--- config.mk ---
export PLATFORM = sky130hd
export DESIGN_NAME = masked_interrupt_router_top
export DESIGN_NICKNAME = d
export VERILOG_FILES = /design/src/rtl/mir_pkg.sv /design/src/rtl/mir_regfile.sv /design/src/rtl/mir_router.sv /design/src/rtl/masked_interrupt_router_top.sv
export SDC_FILE = /design/constraint.sdc
export NUM_CORES = 1
export LEC_CHECK = 0
export ABC_AREA = 1
export ABC_CLOCK_PERIOD_IN_PS = 5100
export BUFFER_PORTS_ARGS = -buffer_cell sky130_fd_sc_hd__buf_2
export CAP_MARGIN = 30
export CELL_PAD_IN_SITES_DETAIL_PLACEMENT = 0
export CELL_PAD_IN_SITES_GLOBAL_PLACEMENT = 1
export CORE_MARGIN = 4
export CORE_UTILIZATION = 44
export CTS_CLUSTER_DIAMETER = 30
export CTS_CLUSTER_SIZE = 10
export DETAILED_ROUTE_END_ITERATION = 12
export PLACE_DENSITY = 0.88
export SETUP_SLACK_MARGIN = 0.02
export SYNTH_ARGS = -nofsm -noshare
export SYNTH_HDL_FRONTEND = slang
export SYNTH_HIERARCHICAL = 1
export SYNTH_SLANG_ARGS = --single-unit
--- constraint.sdc ---
create_clock -name clk -period 5.1 [get_ports clk]
set_input_delay 1.02 -clock clk [delete_from_list [all_inputs] [get_ports clk]]
set_output_delay 1.02 -clock clk [all_outputs]
set_load 0.005 [all_outputs]
--- src/rtl/mir_pkg.sv ---
package mir_pkg;

  localparam int WORD_W    = 32;
  localparam int REQ_W     = 2;
  localparam int LINE_W    = 5;
  localparam int REG_IDX_W = 3;
  localparam int ROUTE_W   = 3;

  localparam int NUM_SOURCES_DEF = 32;
  localparam int NUM_OUTPUTS_DEF = 5;
  localparam int NUM_REGS_DEF    = 8;

  localparam logic [REQ_W-1:0] REQ_LINE  = 2'd0;
  localparam logic [REQ_W-1:0] REQ_READ  = 2'd1;
  localparam logic [REQ_W-1:0] REQ_WRITE = 2'd2;

  localparam int REG_PENDING = 0;
  localparam int REG_MASK    = 1;
  localparam int REG_ROUTE0  = 2;
  localparam int REG_ROUTE1  = 3;
  localparam int REG_ROUTE2  = 4;

  typedef struct packed {
    logic [WORD_W-1:0] pending;
    logic [WORD_W-1:0] mask;
    logic [WORD_W-1:0] route0;
    logic [WORD_W-1:0] route1;
    logic [WORD_W-1:0] route2;
  } irq_state_t;

endpackage

--- src/rtl/mir_regfile.sv ---
module mir_regfile #(
  parameter int NUM_SOURCES = mir_pkg::NUM_SOURCES_DEF,
  parameter int NUM_REGS    = mir_pkg::NUM_REGS_DEF
) (
  input  logic                           clk,
  input  logic                           rst_n,
  input  logic                           accept,
  input  logic [mir_pkg::REQ_W-1:0]      req_type,
  input  logic [mir_pkg::LINE_W-1:0]     line_number,
  input  logic                           line_level,
  input  logic [mir_pkg::REG_IDX_W-1:0]  reg_index,
  input  logic [mir_pkg::WORD_W-1:0]     write_data,
  output logic [mir_pkg::WORD_W-1:0]     read_data,
  output mir_pkg::irq_state_t            state_nxt
);
  import mir_pkg::*;

  localparam int RegAW = $clog2(NUM_REGS);

  logic [WORD_W-1:0] regs_r   [NUM_REGS];
  logic [WORD_W-1:0] regs_nxt [NUM_REGS];
  logic              idx_ok;

  assign idx_ok = (int'(reg_index) < NUM_REGS);

  always_comb begin
    if ((req_type == REQ_READ) && idx_ok) begin
      read_data = regs_r[RegAW'(reg_index)];
    end else begin
      read_data = '0;
    end
  end

  always_comb begin
    for (int k = 0; k < NUM_REGS; k++) begin
      regs_nxt[k] = regs_r[k];
      if (accept && (req_type == REQ_WRITE) && idx_ok && (int'(reg_index) == k) &&
          (k != REG_PENDING)) begin
        regs_nxt[k] = write_data;
      end
    end
    if (accept && (req_type == REQ_LINE) && (int'(line_number) < NUM_SOURCES)) begin
      regs_nxt[REG_PENDING][line_number] = line_level;
    end
  end

  always_ff @(posedge clk) begin
    for (int k = 0; k < NUM_REGS; k++) begin
      if (!rst_n) begin
        regs_r[k] <= '0;
      end else begin
        regs_r[k] <= regs_nxt[k];
      end
    end
  end

  assign state_nxt.pending = regs_nxt[REG_PENDING];
  assign state_nxt.mask    = regs_nxt[REG_MASK];
  assign state_nxt.route0  = regs_nxt[REG_ROUTE0];
  assign state_nxt.route1  = regs_nxt[REG_ROUTE1];
  assign state_nxt.route2  = regs_nxt[REG_ROUTE2];

  a_pending_write_ignored: assert property (@(posedge clk) disable iff (!rst_n)
    (accept && (req_type == REQ_WRITE)) |=>
      (regs_r[REG_PENDING] == $past(regs_r[REG_PENDING])))
    else $error("pending word changed by a bus write");

  a_line_sets_pending: assert property (@(posedge clk) disable iff (!rst_n)
    (accept && (req_type == REQ_LINE) && (int'(line_number) < NUM_SOURCES)) |=>
      (regs_r[REG_PENDING][$past(line_number)] == $past(line_level)))
    else $error("pending bit does not follow line level");

endmodule

--- src/rtl/mir_router.sv ---
module mir_router #(
  parameter int NUM_SOURCES = mir_pkg::NUM_SOURCES_DEF,
  parameter int NUM_OUTPUTS = mir_pkg::NUM_OUTPUTS_DEF
) (
  input  mir_pkg::irq_state_t     state,
  output logic [NUM_OUTPUTS-1:0]  irq_out
);
  import mir_pkg::*;

  localparam int LineIdxW = $clog2(NUM_OUTPUTS);

  logic [WORD_W-1:0] active;

  assign active = state.pending & state.mask;

  always_comb begin
    logic [ROUTE_W-1:0] sel;
    irq_out = '0;
    for (int i = 0; i < NUM_SOURCES; i++) begin
      sel = {state.route2[i], state.route1[i], state.route0[i]};
      if (int'(sel) > NUM_OUTPUTS - 1) begin
        sel = ROUTE_W'(NUM_OUTPUTS - 1);
      end
      if (active[i]) begin
        irq_out[sel[LineIdxW-1:0]] = 1'b1;
      end
    end
  end

endmodule

--- src/rtl/masked_interrupt_router_top.sv ---
// Masked interrupt router with NUM_SOURCES level sources and NUM_OUTPUTS lines.
// Input channel (in_*): one beat is a source level change, a register read or a
// register write, chosen by in_req_type. Register words: pending (read only),
// mask, route0, route1, route2, then plain storage up to NUM_REGS.
// Result channel (out_*): one beat per input beat, in order, carrying the read
// word (zero unless a read) and the output line levels after the beat applied.
// Timing: out_valid rises in the cycle after input accept. Throughput: one beat
// per cycle unless out_stall holds a result; the register file update and the
// routing OR run in the accept cycle and land in the single output register.
// Receiver stall: the output register holds its beat; in_stall rises while a
// held beat is stalled, so at most one result waits.
// Reset (rst_n low, synchronous): all register words clear to zero, so every
// source is masked and the routed lines are low; the output register empties.
module masked_interrupt_router_top #(
  parameter int NUM_SOURCES = mir_pkg::NUM_SOURCES_DEF,
  parameter int NUM_OUTPUTS = mir_pkg::NUM_OUTPUTS_DEF,
  parameter int NUM_REGS    = mir_pkg::NUM_REGS_DEF
) (
  input  logic                           clk,
  input  logic                           rst_n,
  input  logic                           in_valid,
  output logic                           in_stall,
  input  logic [mir_pkg::REQ_W-1:0]      in_req_type,
  input  logic [mir_pkg::LINE_W-1:0]     in_line_number,
  input  logic                           in_line_level,
  input  logic [mir_pkg::REG_IDX_W-1:0]  in_reg_index,
  input  logic [mir_pkg::WORD_W-1:0]     in_write_data,
  output logic                           out_valid,
  input  logic                           out_stall,
  output logic [mir_pkg::WORD_W-1:0]     out_read_data,
  output logic [NUM_OUTPUTS-1:0]         out_irq
);
  import mir_pkg::*;

  logic                   accept;
  logic [WORD_W-1:0]      read_data;
  irq_state_t             state_nxt;
  logic [NUM_OUTPUTS-1:0] routed_irq;

  logic                   out_valid_r;
  logic [WORD_W-1:0]      out_read_data_r;
  logic [NUM_OUTPUTS-1:0] out_irq_r;

  assign in_stall = out_valid_r && out_stall;
  assign accept   = in_valid && !in_stall;

  mir_regfile #(
    .NUM_SOURCES (NUM_SOURCES),
    .NUM_REGS    (NUM_REGS)
  ) u_regfile (
    .clk         (clk),
    .rst_n       (rst_n),
    .accept      (accept),
    .req_type    (in_req_type),
    .line_number (in_line_number),
    .line_level  (in_line_level),
    .reg_index   (in_reg_index),
    .write_data  (in_write_data),
    .read_data   (read_data),
    .state_nxt   (state_nxt)
  );

  mir_router #(
    .NUM_SOURCES (NUM_SOURCES),
    .NUM_OUTPUTS (NUM_OUTPUTS)
  ) u_router (
    .state   (state_nxt),
    .irq_out (routed_irq)
  );

  always_ff @(posedge clk) begin
    if (!rst_n) begin
      out_valid_r <= 1'b0;
    end else if (accept) begin
      out_valid_r <= 1'b1;
    end else if (!out_stall) begin
      out_valid_r <= 1'b0;
    end
  end

  always_ff @(posedge clk) begin
    if (accept) begin
      out_read_data_r <= read_data;
      out_irq_r       <= routed_irq;
    end
  end

  assign out_valid     = out_valid_r;
  assign out_read_data = out_read_data_r;
  assign out_irq       = out_irq_r;

  a_accept_fills_output: assert property (@(posedge clk) disable iff (!rst_n)
    accept |=> out_valid_r)
    else $error("accepted beat did not reach the output register");

  a_drop_only_when_taken: assert property (@(posedge clk) disable iff (!rst_n)
    $fell(out_valid_r) |-> $past(!out_stall))
    else $error("result beat dropped while stalled");

endmodule
* Word level (Yosys, flattened, before mapping)
Memories as Yosys holds them, arrays and structs flattened. A register that Yosys moved wholly into a read port is not among the register bits.
Cells that the tools add are included.
W data, S select, Z words.
** Word-level totals
- Bits in registers :: 6
- Memory bits (writable) :: 256
- Input bits :: 47
- Output and inout port bits :: 39
- Word-level logic and storage cells :: 355
- Memories kept :: 1
** Operators by class
- Magnitude comparators :: 98
- Equality and inequality tests :: 13
- Mux-type cells :: 151
- Bitwise logic cells :: 40
- Reduce and logical (&&, ||, !) cells :: 50
** Memory list
- u_regfile.regs_r :: words 8, width 32, rd ports 6, clocked after Yosys merged registers in 1, wr ports 8, RTL line mir_regfile.sv:20 : logic [WORD_W-1:0] regs_r [NUM_REGS];
** Operators by type and width (count)
- $mux W32 :: 16
- $mux W5 :: 32
- $or A5 B5 Y5 :: 31
- $lt A3 B4 Y1 const B :: 32
- $demux W1 S3 :: 32
- $ge A3 B1 Y1 const B :: 32
- $gt A3 B3 Y1 const B :: 32
- $mux W3 :: 32
- $logic_and A1 B1 Y1 :: 44
- $mux W1 :: 37
- $and A32 B32 Y32 :: 1
- $bwmux W32 :: 1
- $eq A3 B3 Y1 const B :: 4
- $or A1 B1 Y1 :: 8
- $eq A3 B2 Y1 const B :: 2
- $lt A5 B6 Y1 const B :: 1
- $reduce_and A2 Y1 :: 3
- $demux W1 S5 :: 1
- $ge A5 B1 Y1 const B :: 1
- $eq A3 B1 Y1 const B :: 1
- $ne A1 B1 Y1 const B :: 3
- $eq A2 B1 Y1 const B :: 1
- $eq A2 B2 Y1 const B :: 1
- $logic_not A1 Y1 :: 2
- 2 further kinds :: 2

* Longest topological paths before layout
- Depth after elaboration :: 75
- Gate-level depth with buffers :: 18
- Mapped depth without buffers :: 17

* Cells and area by module
The synthesis kept the hierarchy.
** Modules (own cells, without submodules)
- mir_regfile :: times used 1, cells an instance 1894, area each 12757.2 µm², seq. area each 6085.8 µm²
- mir_router :: times used 1, cells an instance 513, area each 2187.1 µm², seq. area each 0.0 µm²
- masked_interrupt_router_top :: times used 1, cells an instance 44, area each 1163.6 µm², seq. area each 1131.1 µm²

* Least setup slack after synthesis
OpenSTA, ideal clock, no wires.
- Path kind :: input-to-reg
- Start point :: input out_stall
- End point :: register out_irq_r[0] (netlist: out_irq[0]), data pin
- Setup time :: 0.254 ns
- Arrival time :: 3.723 ns
- Data required time :: 4.846 ns
- Path slack :: 1.123 ns
- Stages :: 17
- Buffers on the path :: 1
- Path through :: nand2_2 inv_2 nor2_2 nand3_2 nor2_2 inv_1 clkbuf_1 nand2_1 nand2_1 inv_2 nand2_1 nand3_1 nand2_1 nor2_1 nand2_1 nor2_1 nand2_1
** RTL lines
- from (decl) :: RTL line masked_interrupt_router_top.sv:29 : input logic out_stall,
- to (signal assigned) :: RTL line masked_interrupt_router_top.sv:84 : out_irq_r <= routed_irq;
- to (decl) :: RTL line masked_interrupt_router_top.sv:42 : logic [NUM_OUTPUTS-1:0] out_irq_r;

==> results_dict.tcl <==
set metrics [dict create \
    avgRoutedWirePerCell_um 19.93 \
    clk_pin_slew_ns 0.04 \
    post_cts_buffers 0 \
    finalWirelength_um 60970 \
    clock_latency_ns 0.59 \
    relSlewSlack 0.3820 \
    tightestPinTransition_ns 0.9249 \
    synth_top_cell_area_share 0.2479 \
    vias_per_cell 5.239 \
    cts_tree "done" \
    synthXorXnorAreaFrac 0 \
    die_x_um 199.3 \
    netlist_area_mm2 0.01611 \
    holdCritStartpoint "u_regfile/regs_r[1][25]$_SDFF_PN0_" \
    r2r_cells 16 \
    holdPathStages 2 \
    grt_usage 0.3038 \
    synth_cell_types 24 \
    end_kind "flop" \
    maxCapViolCount 0 \
    hold_viol 0 \
    cellPowerDensity_mw_per_mm2 406.1 \
    clk_path_buf_depth 3 \
    period_needed_ns 3.203 \
    rows 69 \
    hold_class "flop to flop" \
    start_util 0.4496 \
    dr.first_iter.drc_count 1237 \
    die_area_mm2 0.03973 \
    start_kind "primary input" \
    mostFrequentLayoutCell "nand2_1" \
    required_ns 5.55 \
    synth_top_family_by_area "simple AND/OR/NAND/NOR gates" \
    numCtsBuffers 74 \
    finalCritPeriodShare 0.6281 \
    area_growth_pct 21.97 \
    dr.pass1.iters 6 \
    tns_ns 0 \
    fin_cells 3060 \
    cp_slowest_cell "nor2_4" \
    skew_ns 0.01433 \
    synthCells 2451 \
    cts_root_buffer "clkbuf_16" \
    diodes 0 \
    reg2reg_from "out_valid$_SDFFE_PN0P_" \
    regArea_mm2 0.007217 \
    rrSetupSlack_ns 2.16 \
    synth-compound-area-share 0.04575 \
    cts-resized-gates 0 \
    rsz0062_at_grt "false" \
    synth-simple-area-share 0.4074 \
    fin_util 0.5484 \
    grt_max_degree 101 \
    vdd_ir_drop_max_uv 308.7 \
    worst_path_largest_cell_delay_ns 0.46 \
    hpwl_um 44030 \
    synthMuxAreaShare 0 \
    cp.arrival_ns 3.66 \
    fill_cells 3478 \
    p_leak_nw 9.750 \
    syn_area_per_cell_um2 6.572 \
    synthesis.nets 2498 \
    dp_cells 2925 \
    drive_above_1_share 0.1150 \
    finalSetupViolCount 0 \
    die_y_um 199.3 \
    layout_common_cells "997 x nand2_1, 342 x nor2_1, 270 x inv_1, 229 x nand3_1, 161 x dfxtp_1" \
    grt_pass1_vias 15121 \
    vias 16032 \
    max_clock_freq_mhz 312.2 \
    path_cells "buf_4 -> inv_2 -> nor2_4 -> nand2_1 -> nor2_4 -> buf_12 -> nand2_1 -> nand2_1 -> nand2_1 -> inv_1 -> nand2_1 -> o21ai_0 -> nor2_1 -> nand2_1 -> nor2_1 -> nand2_1" \
    antenna_left 0 \
    hold_end "u_regfile/regs_r[1][25]$_SDFF_PN0_" \
    slew_violations 0 \
    portBuffers 85 \
    synthAdderAreaFrac 0 \
    clock_sinks 294 \
    grt_overflow 0 \
    synth_area_leader_cell "edfxtp_1" \
    drc 0 \
    worstSetupPathType "primary input to flop" \
    yosys_register_bits 294 \
    cts_hold_buf 0 \
    crit_path_max_fanout 25 \
    finalWeightedCongestion 0.9620 \
    ys_seq_area_frac 0.4480 \
    nets 2587 \
    cp_common_cell "nand2_1" \
    yosys_warnings 6 \
    grt_pass1_wl_um 89780 \
    pin_count 86 \
    fp.coreArea_mm2 0.03583 \
    htree_levels 3 \
    r2r-end "out_irq[0]$_DFFE_PP_" \
    synth_area_leaders "edfxtp_1 25%, nand2_1 23%, dfxtp_1 20%" \
    multi_input_area_mm2 0.007320 \
    antenna_found_initial 0 \
    run_status "completed" \
]
how the worst max path moves through the flow:
stage                            to  slack [ns]            start  cells after the start
2_1_floorplan  out_irq[0]$_DFFE_PP_        1.12        out_stall                     17
3_3_place_gp   out_irq[1]$_DFFE_PP_        1.33  in_reg_index[0]                     16
3_5_place_dp   out_irq[1]$_DFFE_PP_        1.34  in_reg_index[0]                     16
4_1_cts        out_irq[1]$_DFFE_PP_        1.96  in_reg_index[0]                     16
5_1_grt        out_irq[0]$_DFFE_PP_        1.70        out_stall                     17
6_report       out_irq[1]$_DFFE_PP_        1.90  in_reg_index[0]                     16
flip-flops by register name (all words and copies together) (netlist names):
| name | count |
|---|---|
| out_irq | 5 |
| out_read_data | 32 |
| u_regfile/regs_r | 256 |
| out_valid | 1 |
layout make-up:
cell class / instances / area share
clock inverters: 38 / 0.03089
flip-flops and latches: 294 / 0.3673
well taps: 461 / 0.02936
repair buffers: 117 / 0.03617
multi-input cells: 1760 / 0.3725
clock buffers: 97 / 0.1076
inverters: 293 / 0.05610
cells in the mapped netlist:
| cell type | instances |
|---|---|
| o21ai_0 | 37 |
| inv_1 | 270 |
| o22ai_1 | 10 |
| a21oi_1 | 96 |
| nor2_2 | 10 |
| nand3_1 | 229 |
| nand2_2 | 3 |
| buf_2 | 36 |
| nor3_1 | 1 |
| nand4_1 | 9 |
| dfxtp_1 | 161 |
| nand3_2 | 10 |
| nor2_1 | 344 |
| buf_6 | 3 |
| nor3_2 | 5 |
| edfxtp_1 | 133 |
| nor2_4 | 3 |
| a21oi_2 | 1 |
| nand2_4 | 5 |
| buf_1 | 7 |
| nand2_1 | 997 |
| buf_4 | 9 |
| clkbuf_1 | 49 |
| inv_2 | 23 |
stage by stage:
step	instance area, um2	hold WS [ns]	setup slack [ns]	power [mW]
finish	19650	0.4836	1.897	7.978
global route	19650	0.5039	1.699	8.203
CTS	19650	0.4824	1.957	8.038
floorplan	16110	0.4614	1.123	2.790
global placement	16890	0.4609	1.330	2.967
detailed placement	16930	0.4757	1.345	2.972
cells by family (layout without fill, tap and decap cells):
logic type / Yosys count / in the layout
flops: 294 / 294
buf+inv: 397 / 545
simple gates: 1616 / 1616
compound gates: 144 / 144
per-layer routing:
layer,part of all wire,global-route usage,vias to the layer above,routed length (um)
li1,-,-,7804,-
met4,0.060,0.1645,0,3638
met5,0,0,-,0
met2,0.49,0.5212,599,29740
met1,0.39,0.3677,7465,24010
met3,0.059,0.04620,164,3579
report_power, final:
group          internal [mW]  leakage (nW)  switching, mW  total [mW]
combinational         0.0880          5.72          0.307       0.395
clock                   3.57          1.33           1.48        5.05
sequential              2.52          2.70         0.0160        2.54
total                   6.18          9.75           1.80        7.98
worst max-delay path, delay by kind of cell:
family / cells / cell delay, ns
compound gates: 1 / 0.34
buf+inv: 4 / 0.75
simple gates: 11 / 1.50
Power figures use the tool's default switching activity.
